## src/rtl/core/cba_pkg.sv

```systemverilog
// ----------------------------------------------------------------------------
// cba_pkg
// Shared widths, register indexes and types of the contiguous block allocator.
// ----------------------------------------------------------------------------
package cba_pkg;

  localparam int unsigned SizeW        = 16;
  localparam int unsigned TagW         = 8;
  localparam int unsigned BlockSizeW   = 16;
  localparam int unsigned NumBlocksW   = 8;
  localparam int unsigned CfgDataW     = 16;
  localparam int unsigned CfgIdxW      = 1;
  localparam int unsigned StartW       = 7;
  localparam int unsigned MaxBlocksDef = 128;

  typedef enum logic [CfgIdxW-1:0] {
    CfgBlockSize = 1'b0,
    CfgNumBlocks = 1'b1
  } cfg_idx_e;

  typedef struct packed {
    logic [SizeW-1:0] quotient;
    logic             rem_nz;
  } div_res_t;

endpackage

```

## src/rtl/core/cba_ram.sv

```systemverilog
// ----------------------------------------------------------------------------
// cba_ram
// Generic single-write, single-read memory with a registered read port.
// ----------------------------------------------------------------------------
module cba_ram #(
  parameter int unsigned Width = 1,
  parameter int unsigned Depth = cba_pkg::MaxBlocksDef
) (
  input  logic                     clk_i,
  input  logic                     we_i,
  input  logic [$clog2(Depth)-1:0] waddr_i,
  input  logic [Width-1:0]         wdata_i,
  input  logic [$clog2(Depth)-1:0] raddr_i,
  output logic [Width-1:0]         rdata_o
);

  logic [Width-1:0] mem_q [Depth];
  logic [Width-1:0] rdata_q;

  always_ff @(posedge clk_i) begin
    if (we_i) begin
      mem_q[waddr_i] <= wdata_i;
    end
    rdata_q <= mem_q[raddr_i];
  end

  assign rdata_o = rdata_q;

endmodule

```

## src/rtl/core/cba_divider.sv

```systemverilog
// ----------------------------------------------------------------------------
// cba_divider
// Restoring divider, one quotient bit per cycle, with a remainder-nonzero flag.
// ----------------------------------------------------------------------------
module cba_divider (
  input  logic                         clk_i,
  input  logic                         rst_ni,
  input  logic                         start_i,
  input  logic [cba_pkg::SizeW-1:0]    dividend_i,
  input  logic [cba_pkg::SizeW-1:0]    divisor_i,
  output logic                         done_o,
  output cba_pkg::div_res_t            res_o
);

  localparam int unsigned W     = cba_pkg::SizeW;
  localparam int unsigned StepW = $clog2(W);

  logic             run_q, run_d;
  logic             done_q, done_d;
  logic [StepW-1:0] step_q, step_d;
  logic [W:0]       rem_q, rem_d;
  logic [W-1:0]     quo_q, quo_d;

  logic [W:0]   shifted;
  logic [W+1:0] diff;
  logic         ge;

  // The caller must hold the divisor steady for the whole division; the divider does not enforce it.
  assign shifted = {rem_q[W-1:0], quo_q[W-1]};
  assign diff    = {1'b0, shifted} - (W+2)'(divisor_i);
  assign ge      = ~diff[W+1];

  always_comb begin
    run_d  = run_q;
    done_d = 1'b0;
    step_d = step_q;
    rem_d  = rem_q;
    quo_d  = quo_q;
    if (start_i) begin
      run_d  = 1'b1;
      step_d = '0;
      rem_d  = '0;
      quo_d  = dividend_i;
    end else if (run_q) begin
      rem_d  = ge ? diff[W:0] : shifted;
      quo_d  = {quo_q[W-2:0], ge};
      step_d = step_q + StepW'(1);
      if (step_q == StepW'(W-1)) begin
        run_d  = 1'b0;
        done_d = 1'b1;
      end
    end
  end

  always_ff @(posedge clk_i or negedge rst_ni) begin
    if (!rst_ni) begin
      run_q  <= 1'b0;
      done_q <= 1'b0;
      step_q <= '0;
    end else begin
      run_q  <= run_d;
      done_q <= done_d;
      step_q <= step_d;
    end
  end

  always_ff @(posedge clk_i) begin
    rem_q <= rem_d;
    quo_q <= quo_d;
  end

  assign done_o         = done_q;
  assign res_o.quotient = quo_q;
  assign res_o.rem_nz   = |rem_q;

endmodule

```

## src/rtl/core/contiguous_block_allocator_top.sv

```systemverilog
// ----------------------------------------------------------------------------
// contiguous_block_allocator_top
// First-fit allocator of contiguous block runs over a used-block bitmap.
// ----------------------------------------------------------------------------
// After reset the bitmap memory is cleared one entry per cycle, with busy_o
// high; configuration writes are taken during that pass.
// Each word passes through the serial divider and one check, then, if it
// can fit, a bitmap scan and, on a grant, marking writes (none on a refusal)
// before the done_o strobe. A new word is accepted in the cycle of the
// strobe; the receiver cannot stall.
module contiguous_block_allocator_top #(
  parameter int unsigned MaxBlocks = cba_pkg::MaxBlocksDef
) (
  input  logic                            clk_i,
  input  logic                            rst_ni,
  input  logic                            start_i,
  output logic                            busy_o,
  input  logic [cba_pkg::SizeW-1:0]       file_size_i,
  input  logic [cba_pkg::TagW-1:0]        file_tag_i,
  input  logic                            cfg_we_i,
  input  logic [cba_pkg::CfgIdxW-1:0]     cfg_idx_i,
  input  logic [cba_pkg::CfgDataW-1:0]    cfg_wdata_i,
  output logic                            done_o,
  output logic                            granted_o,
  output logic [cba_pkg::StartW-1:0]      start_block_o,
  output logic [cba_pkg::SizeW-1:0]       block_count_o,
  output logic [cba_pkg::TagW-1:0]        result_tag_o
);

  localparam int unsigned IdxW  = $clog2(MaxBlocks);
  localparam int unsigned LimW  = $clog2(MaxBlocks + 1);
  localparam int unsigned SizeW = cba_pkg::SizeW;

  typedef enum logic [2:0] {
    StClear,
    StIdle,
    StDiv,
    StCheck,
    StScan,
    StMark
  } state_e;

  state_e                         state_q, state_d;
  logic [IdxW-1:0]                clr_q, clr_d;
  logic [cba_pkg::BlockSizeW-1:0] blk_size_q, blk_size_d;
  logic [cba_pkg::NumBlocksW-1:0] num_blk_q, num_blk_d;
  logic [cba_pkg::TagW-1:0]       tag_q, tag_d;
  logic [SizeW-1:0]               count_q, count_d;
  logic [LimW-1:0]                k_q, k_d;
  logic [LimW-1:0]                run_q, run_d;
  logic                           pend_q, pend_d;
  logic [LimW-1:0]                mk_q, mk_d;
  logic [LimW-1:0]                end_q, end_d;
  logic [LimW-1:0]                st_q, st_d;
  logic                           done_q, done_d;
  logic                           granted_q, granted_d;
  logic [IdxW-1:0]                ostart_q, ostart_d;
  logic [SizeW-1:0]               ocount_q, ocount_d;
  logic [cba_pkg::TagW-1:0]       otag_q, otag_d;

  logic              accept;
  logic [LimW-1:0]   lim;
  logic [LimW-1:0]   run_inc;
  logic              hit;
  logic              div_done;
  cba_pkg::div_res_t div_res;
  logic              ram_we;
  logic [IdxW-1:0]   ram_waddr;
  logic              ram_wdata;
  logic              ram_rdata;

  assign accept = start_i && (state_q == StIdle);

  // A configured block count above the memory depth saturates to the depth.
  assign lim = (16'(num_blk_q) > 16'(MaxBlocks)) ? LimW'(MaxBlocks) : LimW'(num_blk_q);

  assign run_inc = run_q + LimW'(1);
  assign hit     = pend_q && !ram_rdata && (16'(run_inc) == count_q);

  cba_divider u_div (
    .clk_i      (clk_i),
    .rst_ni     (rst_ni),
    .start_i    (accept),
    .dividend_i (file_size_i),
    .divisor_i  (blk_size_q),
    .done_o     (div_done),
    .res_o      (div_res)
  );

  cba_ram #(
    .Width (1),
    .Depth (MaxBlocks)
  ) u_bitmap (
    .clk_i   (clk_i),
    .we_i    (ram_we),
    .waddr_i (ram_waddr),
    .wdata_i (ram_wdata),
    .raddr_i (k_q[IdxW-1:0]),
    .rdata_o (ram_rdata)
  );

  always_comb begin
    ram_we    = 1'b0;
    ram_waddr = mk_q[IdxW-1:0];
    ram_wdata = 1'b1;
    if (state_q == StClear) begin
      ram_we    = 1'b1;
      ram_waddr = clr_q;
      ram_wdata = 1'b0;
    end else if (state_q == StMark) begin
      ram_we = 1'b1;
    end
  end

  always_comb begin
    blk_size_d = blk_size_q;
    num_blk_d  = num_blk_q;
    if (cfg_we_i) begin
      unique case (cfg_idx_i)
        cba_pkg::CfgBlockSize: blk_size_d = cfg_wdata_i;
        cba_pkg::CfgNumBlocks: num_blk_d  = cfg_wdata_i[cba_pkg::NumBlocksW-1:0];
        default: ;
      endcase
    end
  end

  always_comb begin
    state_d   = state_q;
    clr_d     = clr_q;
    tag_d     = tag_q;
    count_d   = count_q;
    k_d       = k_q;
    run_d     = run_q;
    pend_d    = pend_q;
    mk_d      = mk_q;
    end_d     = end_q;
    st_d      = st_q;
    done_d    = 1'b0;
    granted_d = granted_q;
    ostart_d  = ostart_q;
    ocount_d  = ocount_q;
    otag_d    = otag_q;
    unique case (state_q)
      StClear: begin
        clr_d = clr_q + IdxW'(1);
        if (clr_q == IdxW'(MaxBlocks - 1)) begin
          state_d = StIdle;
        end
      end
      StIdle: begin
        if (accept) begin
          tag_d   = file_tag_i;
          state_d = StDiv;
        end
      end
      StDiv: begin
        if (div_done) begin
          // A zero block size cannot divide and yields a zero count.
          count_d = (blk_size_q == '0) ? '0
                  : div_res.quotient + SizeW'(div_res.rem_nz);
          state_d = StCheck;
        end
      end
      StCheck: begin
        k_d    = '0;
        run_d  = '0;
        pend_d = 1'b0;
        if ((count_q == '0) || (count_q > 16'(lim))) begin
          done_d    = 1'b1;
          granted_d = 1'b0;
          ostart_d  = '0;
          ocount_d  = count_q;
          otag_d    = tag_q;
          state_d   = StIdle;
        end else begin
          state_d = StScan;
        end
      end
      StScan: begin
        // Read data in this cycle belongs to block k_q-1.
        if (pend_q) begin
          run_d = ram_rdata ? '0 : run_inc;
        end
        if (hit) begin
          pend_d  = 1'b0;
          end_d   = k_q;
          st_d    = k_q - LimW'(count_q);
          mk_d    = k_q - LimW'(count_q);
          state_d = StMark;
        end else if (k_q == lim) begin
          pend_d    = 1'b0;
          done_d    = 1'b1;
          granted_d = 1'b0;
          ostart_d  = '0;
          ocount_d  = count_q;
          otag_d    = tag_q;
          state_d   = StIdle;
        end else begin
          pend_d = 1'b1;
          k_d    = k_q + LimW'(1);
        end
      end
      StMark: begin
        mk_d = mk_q + LimW'(1);
        if ((mk_q + LimW'(1)) == end_q) begin
          done_d    = 1'b1;
          granted_d = 1'b1;
          ostart_d  = st_q[IdxW-1:0];
          ocount_d  = count_q;
          otag_d    = tag_q;
          state_d   = StIdle;
        end
      end
      default: state_d = StIdle;
    endcase
  end

  always_ff @(posedge clk_i or negedge rst_ni) begin
    if (!rst_ni) begin
      state_q    <= StClear;
      clr_q      <= '0;
      blk_size_q <= cba_pkg::BlockSizeW'(1);
      num_blk_q  <= cba_pkg::NumBlocksW'(128);
      pend_q     <= 1'b0;
      done_q     <= 1'b0;
    end else begin
      state_q    <= state_d;
      clr_q      <= clr_d;
      blk_size_q <= blk_size_d;
      num_blk_q  <= num_blk_d;
      pend_q     <= pend_d;
      done_q     <= done_d;
    end
  end

  always_ff @(posedge clk_i) begin
    tag_q     <= tag_d;
    count_q   <= count_d;
    k_q       <= k_d;
    run_q     <= run_d;
    mk_q      <= mk_d;
    end_q     <= end_d;
    st_q      <= st_d;
    granted_q <= granted_d;
    ostart_q  <= ostart_d;
    ocount_q  <= ocount_d;
    otag_q    <= otag_d;
  end

  assign busy_o        = (state_q != StIdle);
  assign done_o        = done_q;
  assign granted_o     = granted_q;
  assign start_block_o = cba_pkg::StartW'(ostart_q);
  assign block_count_o = ocount_q;
  assign result_tag_o  = otag_q;

  // A strobe only ever ends a busy stretch.
  assert property (@(posedge clk_i) disable iff (!rst_ni)
    done_q |-> $past(busy_o))
    else $error("result strobe without a preceding busy cycle");

  // An accepted word keeps the block busy in the next cycle.
  assert property (@(posedge clk_i) disable iff (!rst_ni)
    accept |=> busy_o)
    else $error("block not busy after accepting a word");

  // A granted run is nonempty and lies inside the blocks in use.
  assert property (@(posedge clk_i) disable iff (!rst_ni)
    (done_q && granted_q) |->
      ((ocount_q != '0) && ((17'(ostart_q) + 17'(ocount_q)) <= 17'(lim))))
    else $error("granted run is empty or exceeds the block limit");

  // The marking pass never walks past the end of the found run.
  assert property (@(posedge clk_i) disable iff (!rst_ni)
    (state_q == StMark) |-> (mk_q < end_q))
    else $error("marking address past end of run");

endmodule
```

## config.mk

```make
export PLATFORM = sky130hd
export DESIGN_NAME = contiguous_block_allocator_top
export DESIGN_NICKNAME = d
export VERILOG_FILES = /design/src/rtl/core/cba_pkg.sv /design/src/rtl/core/cba_ram.sv /design/src/rtl/core/cba_divider.sv /design/src/rtl/core/contiguous_block_allocator_top.sv
export SDC_FILE = /design/constraint.sdc
export NUM_CORES = 1
export LEC_CHECK = 0
export BUFFER_PORTS_ARGS = -buffer_cell sky130_fd_sc_hd__buf_2
export CAP_MARGIN = 20
export CORE_MARGIN = 3
export CORE_UTILIZATION = 58
export CTS_CLUSTER_DIAMETER = 60
export DETAILED_ROUTE_END_ITERATION = 16
export PLACE_DENSITY = 0.76
export SETUP_SLACK_MARGIN = 0.15
export SLEW_MARGIN = 20
export SYNTH_ARGS = -nofsm -noshare
export SYNTH_HDL_FRONTEND = slang
export SYNTH_SLANG_ARGS = --single-unit
```

## constraint.sdc

```tcl
create_clock -name clk_i -period 8.42 [get_ports clk_i]
set_input_delay 1.263 -clock clk_i [delete_from_list [all_inputs] [get_ports clk_i]]
set_output_delay 1.263 -clock clk_i [all_outputs]
set_load 0.03 [all_outputs]
```

* After elaboration in Yosys (flattened, before gate mapping)
Memory sizes are Yosys's and may differ from the RTL's. A register that Yosys moved wholly into a read port is not among the register bits. Cells that the tools add are included.
Storage, ports and cells: flip-flop bits (word level) 170, RAM bits 128, bits of input ports 45, output and inout bits 34, word-level logic and storage cells 142, memories 1
Operators by class: add/subtract/negate cells 8, magnitude comparators 2, eq/ne operators 22, multiplexer cells 62, bitwise gates (word level) 2, reduce and logical (&&, ||, !) cells 23
Memory list:
- u_bitmap.mem_q | words 128, bits a word 1, rd ports 1, clocked after Yosys merged registers in 1, write ports 1, RTL line cba_ram.sv:17 | logic [Width-1:0] mem_q [Depth];
Operators with widths (number):
- two-way mux 16 bit | 6
- two-way mux 8 bit | 10
- one-hot mux 16 bit (3 select lines) | 1
- one-hot mux 8 bit (2 select lines) | 3
- two-way mux 7 bit | 5
- logical NOT 16 bit | 2
- adder 8 x 1 -> 8 bit, second input constant | 3
- one-hot mux 8 bit (3 select lines) | 1
- two-way mux 1 bit | 21
- two-way mux 3 bit | 7
- one-hot mux 7 bit (3 select lines) | 1
- one-hot mux 3 bit (6 select lines) | 1
- subtractor 17 x 16 -> 18 bit | 1
- two-way mux 17 bit | 1
- OR reduction 17 bit | 1
- adder 16 x 1 -> 16 bit | 1
- equality test 8 x 16 -> 1 bit | 1
- equality test 8 bit | 2
- > comparator 16 x 8 -> 1 bit | 1
- inequality test 2 bit, second input constant | 7
- AND reduction 2 bit | 7
- AND reduction 5 bit | 2
- > comparator 8 bit, second input constant | 1
- two-way mux 4 bit | 2
- other kinds (21) | 31

* Depth between registers and ports, before layout
depth in word-level cells 6, gate-level depth with buffers 13, depth with buffers taken out 11

* By module
Synthesis repeated with hierarchy kept, for this count alone.
Second synthesis, totals: cell total of the unflattened synthesis 1198, area total of the unflattened synthesis 14732.9 µm²
Modules (own cells, without submodules):
- contiguous_block_allocator_top | times used 1, cells each 528, area an instance 6402.4 µm², sequential area each 3756.1 µm²
- cba_ram | times used 1, cells each 395, area an instance 5719.2 µm², sequential area each 3863.7 µm²
- cba_divider | times used 1, cells each 275, area an instance 2611.3 µm², sequential area each 970.9 µm²

* Least setup slack after synthesis
OpenSTA, ideal clock, no wires.
kind reg-to-reg, start register num_blk_q[7] (netlist bit), end register ocount_q[0] (netlist: block_count_o[0]) (enable), data arrival time 4.355 ns, required time 7.954 ns, slack 3.600 ns, cell stages (with the launch flop) 13, path buffers 1, clock period less this slack 4.820 ns, cell sequence dfstp_2 > clkbuf_1 > inv_1 > nand2_1 > ha_1 > nor2b_1 > o21a_1 > o21ai_0 > nand2b_1 > a221oi_1 > o311ai_0 > inv_1 > o21ai_0
Between the ends: longest elaborated chain between the ends 6, elaborated cells on any way between the ends 8, classes of those cells 2 x order compare; 3 x eq/ne; 1 x mux; 2 x reduce/logical
RTL lines:
- from (decl) | RTL line contiguous_block_allocator_top.sv:46 | logic [cba_pkg::NumBlocksW-1:0] num_blk_q, num_blk_d;
- from (signal assigned) | RTL line contiguous_block_allocator_top.sv:223 | num_blk_q <= cba_pkg::NumBlocksW'(128);
- from (signal assigned) | RTL line contiguous_block_allocator_top.sv:230 | num_blk_q <= num_blk_d;
- > comparator 8 bit | RTL line contiguous_block_allocator_top.sv:75 | assign lim = (16'(num_blk_q) > 16'(MaxBlocks)) ? LimW'(MaxBlocks) : LimW'(num_blk_q);
- two-way mux 8 bit * | RTL line contiguous_block_allocator_top.sv:75
- > comparator 16 x 8 -> 1 bit | RTL line contiguous_block_allocator_top.sv:168 | if ((count_q == '0) || (count_q > 16'(lim))) begin
- logical OR 1 bit | RTL line contiguous_block_allocator_top.sv:168
- inequality test 2 bit (no line)
- AND reduction 5 bit (no line) *
- to (signal assigned) | RTL line contiguous_block_allocator_top.sv:246 | ocount_q <= ocount_d;
- to (decl) | RTL line contiguous_block_allocator_top.sv:58 | logic [SizeW-1:0] ocount_q, ocount_d;
Mark *: on every way between the ends. The rest lies on a longest branch, timed or not. A chain may end at the register's enable or synchronous reset.

* Final worst setup path
start register state_q[1], end memory u_bitmap.mem_q[14] (enable)
Between the ends: longest elaborated chain between the ends 5, elaborated cells on any way between the ends 7, classes of those cells 1 x eq/ne; 5 x mux; 1 x reduce/logical
RTL lines:
- from (decl) | RTL line contiguous_block_allocator_top.sv:43 | state_e state_q, state_d;
- from (signal assigned) | RTL line contiguous_block_allocator_top.sv:220 | state_q <= StClear;
- from (signal assigned) | RTL line contiguous_block_allocator_top.sv:227 | state_q <= state_d;
- equality test 3 bit | RTL line contiguous_block_allocator_top.sv:110 | end else if (state_q == StMark) begin
- two-way mux 1 bit | RTL line contiguous_block_allocator_top.sv:110
- two-way mux 1 bit | RTL line contiguous_block_allocator_top.sv:106 | if (state_q == StClear) begin
- two-way mux 1 bit | RTL line cba_ram.sv:21 | if (we_i) begin
- two-way mux 1 bit (implied by the code) | RTL line cba_ram.sv:22 | mem_q[waddr_i] <= wdata_i;
- to (decl) | RTL line cba_ram.sv:17
Several ways; a longest one is shown, not always the timed one.

==> flow_summary.rst <==
.. list-table::
   :header-rows: 1

   * - Metric
     - Value
   * - Result of the run
     - complete, no violations
   * - Worst Max-Slew Pin Slew
     - 1050 ps
   * - Die Ht
     - 164 um
   * - Global routing usage summed across all routing layers
     - 23.7%
   * - Async set-or-reset flop fraction in the synthesized netlist
     - 14.0%
   * - Fraction of the cycle the final worst path needs
     - 42.2%
   * - DP HPWL
     - 20.3 mm
   * - Compound-Gate Fraction of Synth Area
     - 5.92%
   * - Total nets after synthesis
     - 1,299
   * - CTS Buf Count
     - 31
   * - Number of enable-type register cells in the synthesized netlist
     - 239
   * - Share of synthesized area spent on multiplexers
     - 8.35%
   * - Biggest area consumer among synthesized cells
     - sky130_fd_sc_hd__edfxtp_1
   * - Layout overhead on the synthesized area
     - 11.2%
   * - Leakage
     - 5.95 nW
   * - Final-layout worst hold slack
     - 428 ps
   * - Max capacitance violation total
     - 0
   * - Number of primary I/O pins
     - 79
   * - Maximum clock rate
     - 0.282 GHz
   * - Maximum fanout encountered on the critical timing path
     - 121
   * - Number of pins with negative max-slew slack in the final report
     - 0
   * - CP Data Required Time
     - 8710 ps
   * - Count of vias placed by the detailed router
     - 9,494
   * - Main area contributors after synthesis
     - sky130_fd_sc_hd__edfxtp_1, sky130_fd_sc_hd__dfrtp_1, sky130_fd_sc_hd__mux4_2
   * - Setup crit start
     - state_q[1]$_DFFE_PN0P_
   * - Post-layout util
     - 65.9%
   * - Post-CTS setup buffer count
     - 0
   * - Clock sink total
     - 299
   * - Mapped Area
     - 0.0145 sq mm
   * - Final number of setup-violating endpoints
     - 0
   * - Total Neg Setup Slack
     - 0 ps
   * - Number of buffers inserted by port buffering
     - 78
   * - Number of global-route vias before repair
     - 9,373
   * - H-tree Lvls
     - 1
   * - Sort of element at the end of the critical path
     - flop
   * - Peak supply drop
     - 256 uV
   * - Flop and latch count out of synthesis
     - 299
   * - Main combinational cell family by area after synthesis
     - simple AND/OR/NAND/NOR gates
   * - Nets
     - 1,363
   * - Area share of the leading cell type in the synthesized netlist
     - 49.7%
   * - Antenna Cells
     - 0
   * - Routed wire length per instance
     - 19.3 um
   * - Routed WL
     - 31.3 mm
   * - Yosys synthesis warning count
     - 0
   * - Adder-cell share of the synthesized area
     - 3.57%
   * - Clock Latency Late Sink
     - 570 ps
   * - Maximum buffer depth of the clock tree
     - 3
   * - Vias per inst
     - 5.85
   * - Minimum clock period after layout
     - 3550 ps
   * - Die width
     - 164 um
   * - Residual DRC count
     - 0
   * - Post-route ant nets
     - 0
   * - Largest net degree at the start of global routing
     - 122
   * - Hold crit path type
     - flop to flop
   * - Hold wc startpoint
     - tag_q[7]$_DFFE_PP_
   * - Worst Clk Skew
     - 28.3 ps
   * - Rows
     - 57
   * - Slew Limit Headroom
     - 30.1%
   * - First-pass GRT wire length
     - 50.1 mm
   * - Seq/Total Area, Yosys
     - 59.4%
   * - Length of the first detailed-routing pass in iterations
     - 5
   * - Clock-pin slew reported for the worst setup and hold paths after clock tree synthesis
     - 60 ps
   * - Detailed Route Iter0 Violations
     - 896
   * - Crit path kind
     - flop to flop
   * - CTS Root Cell
     - sky130_fd_sc_hd__clkbuf_16
   * - RSZ-0062 raised after global routing
     - no
   * - Final weighted congestion in routability-driven placement
     - 0.848
   * - Antenna violations before repair
     - 0
   * - Hold violation total from the final report
     - 0
   * - Full die area
     - 0.0268 sq mm
   * - Fraction of layout cells with a size suffix above 1
     - 14.6%
   * - Overflow left after global routing
     - 0
   * - Primary FF master, synth
     - sky130_fd_sc_hd__edfxtp_1
   * - Data arrival at the endpoint of the critical path
     - 3840 ps
   * - TritonCTS clock tree
     - built
   * - Count of instances resized after the clock tree is built
     - 0
   * - Cts hold-fix bufs
     - 0
   * - Mean instance size in the synthesized netlist
     - 11.9 sq um
   * - Core Region
     - 0.0244 sq mm
   * - Post-synthesis instance total
     - 1,214
   * - Starting utilization of the core area
     - 59.3%
   * - Library cells used by synthesis
     - 61
   * - Synth Area in Simple Gates
     - 14.9%
   * - Pwr Density
     - 319 mW/mm^2
   * - Launching point of the worst reg2reg path
     - state_q[1]$_DFFE_PN0P_
   * - Parity-gate share of the synthesized area counting xor and xnor cells
     - 5.04%
   * - Startpoint type of the worst setup path
     - flop
-- metrics by stage --
| step | cells | total power, mW | setup slack [ps] | instance area (sq um) |
|---|---|---|---|---|
| after floorplan | 1214 | 3.40 | 3600 | 14500 |
| after global placement | 1569 | 3.76 | 5110 | 15100 |
| after detailed placement | 1569 | 3.81 | 4960 | 15100 |
| after CTS | 1622 | 5.13 | 4910 | 16100 |
| after global routing | 1622 | 5.41 | 4530 | 16100 |
| final | 1622 | 5.12 | 4870 | 16100 |
-- cell usage in the layout, fill, tap and decap left out, types with 3 or more instances in the layout --
master                      Yosys  routed
sky130_fd_sc_hd__clkinv_1       1       8
sky130_fd_sc_hd__dfrtp_1       40      40
sky130_fd_sc_hd__and2_1        11      11
sky130_fd_sc_hd__clkbuf_1      47       6
sky130_fd_sc_hd__mux4_2        41      41
sky130_fd_sc_hd__nand3_1       37      37
sky130_fd_sc_hd__and3_1         8       8
sky130_fd_sc_hd__inv_1         46      46
sky130_fd_sc_hd__o21ai_0       59      57
sky130_fd_sc_hd__nand3b_1      13      13
sky130_fd_sc_hd__nor4_1        12      12
sky130_fd_sc_hd__bufinv_16      0       3
sky130_fd_sc_hd__nand2_1      148     148
sky130_fd_sc_hd__dfxtp_1       18      18
sky130_fd_sc_hd__ha_1          38      38
sky130_fd_sc_hd__nor2_1       184     184
sky130_fd_sc_hd__nand2b_1       9       9
sky130_fd_sc_hd__mux2i_1       17      17
sky130_fd_sc_hd__xnor2_1       38      38
sky130_fd_sc_hd__a21oi_1       44      44
sky130_fd_sc_hd__a21o_1         9       9
sky130_fd_sc_hd__or4_1          4       4
sky130_fd_sc_hd__nor3_1        12      11
sky130_fd_sc_hd__edfxtp_1     239     239
sky130_fd_sc_hd__a211oi_1       3       3
sky130_fd_sc_hd__xor2_1        40      40
sky130_fd_sc_hd__buf_4          2       8
sky130_fd_sc_hd__a31oi_1        5       5
sky130_fd_sc_hd__clkbuf_16      0      31
sky130_fd_sc_hd__nor2b_1       15      14
sky130_fd_sc_hd__o21a_1         5       5
sky130_fd_sc_hd__mux2_2        10      10
sky130_fd_sc_hd__or3_1          5       5
sky130_fd_sc_hd__nand4_1       13      13
sky130_fd_sc_hd__buf_2          3      78
-- cell usage after synthesis, types with 15 or more instances --
cell and number:
sky130_fd_sc_hd__a21oi_1 44, sky130_fd_sc_hd__clkbuf_1 47, sky130_fd_sc_hd__dfrtp_1 40, sky130_fd_sc_hd__dfxtp_1 18, sky130_fd_sc_hd__edfxtp_1 239, sky130_fd_sc_hd__ha_1 38
sky130_fd_sc_hd__inv_1 46, sky130_fd_sc_hd__mux2i_1 17, sky130_fd_sc_hd__mux4_2 41, sky130_fd_sc_hd__nand2_1 148, sky130_fd_sc_hd__nand3_1 37, sky130_fd_sc_hd__nor2_1 184
sky130_fd_sc_hd__nor2b_1 15, sky130_fd_sc_hd__o21ai_0 59, sky130_fd_sc_hd__xnor2_1 38, sky130_fd_sc_hd__xor2_1 40
-- sequential cells by signal (all words and copies together), names as in the netlist, 4 cells and up --
| register | cells |
|---|---|
| u_div.step_q | 4 |
| clr_q | 7 |
| end_q | 8 |
| mk_q | 8 |
| blk_size_q | 16 |
| num_blk_q | 8 |
| u_bitmap.mem_q | 128 |
| count_q | 16 |
| u_div.rem_q | 17 |
| result_tag_o | 8 |
| k_q | 8 |
| start_block_o | 7 |
| run_q | 8 |
| tag_q | 8 |
| block_count_o | 16 |
| st_q | 7 |
| u_div.quo_q | 16 |
-- path summary, 6_finish.rpt --
check / endpoint / cells after the start / slack (ps)
worst min-delay path: result_tag_o[7]$_DFFE_PP_ / 0 / 430
worst max-delay path: u_bitmap.mem_q[14]$_DFFE_PP_ / 7 / 4870
max in group asynchronous: blk_size_q[15]$_DFFE_PN0P_ / 2 / 7200
min in group asynchronous: done_o$_DFF_PN0_ / 2 / 770
worst min register to register: result_tag_o[7]$_DFFE_PP_ / 0 / 430
worst max register to register: u_bitmap.mem_q[14]$_DFFE_PP_ / 7 / 4870
-- layer usage --
layer,share of wire [%],track usage [%],vias to the layer above
met1,42,33.4,4657
met2,50,39.5,320
met3,6.6,3.56,40
met5,0,0,-
li1,-,-,4477
met4,1.6,5.31,0
-- layout make-up --
cell class / count / area (sq um)
well taps: 324 / 405
clock inverters: 16 / 168
multi-input cells: 813 / 5490
clock buffers: 37 / 798
flip-flops and latches: 299 / 8590
repair buffers: 86 / 450
inverters: 47 / 176
fillers: 1781 / 8310
-- critical path: stages, from the launching register on --
cell	delay [ps]
sky130_fd_sc_hd__dfrtp_1	530
sky130_fd_sc_hd__nor3_2	60
sky130_fd_sc_hd__buf_4	200
sky130_fd_sc_hd__inv_2	290
sky130_fd_sc_hd__buf_4	840
sky130_fd_sc_hd__nand2_1	410
sky130_fd_sc_hd__nand3_1	700
sky130_fd_sc_hd__nor2_1	150
-- power by group --
group          internal (mW)  switching (mW)  leakage, nW  total (mW)
sequential              1.97           0.206         2.85        2.18
clock                  0.764           0.555        0.470        1.32
combinational          0.622            1.00         2.63        1.62
total                   3.36            1.76         5.95        5.12
-- logic make-up after synthesis --
family	count (synthesis)
buffers and inverters	102
adder cells (fa/ha/maj)	40
AO/OA/AOI/OAI	146
AND/OR/NAND/NOR	479
multiplexers	68
flip-flops	299
XOR/XNOR	80
(Power assumes the default switching activity.)
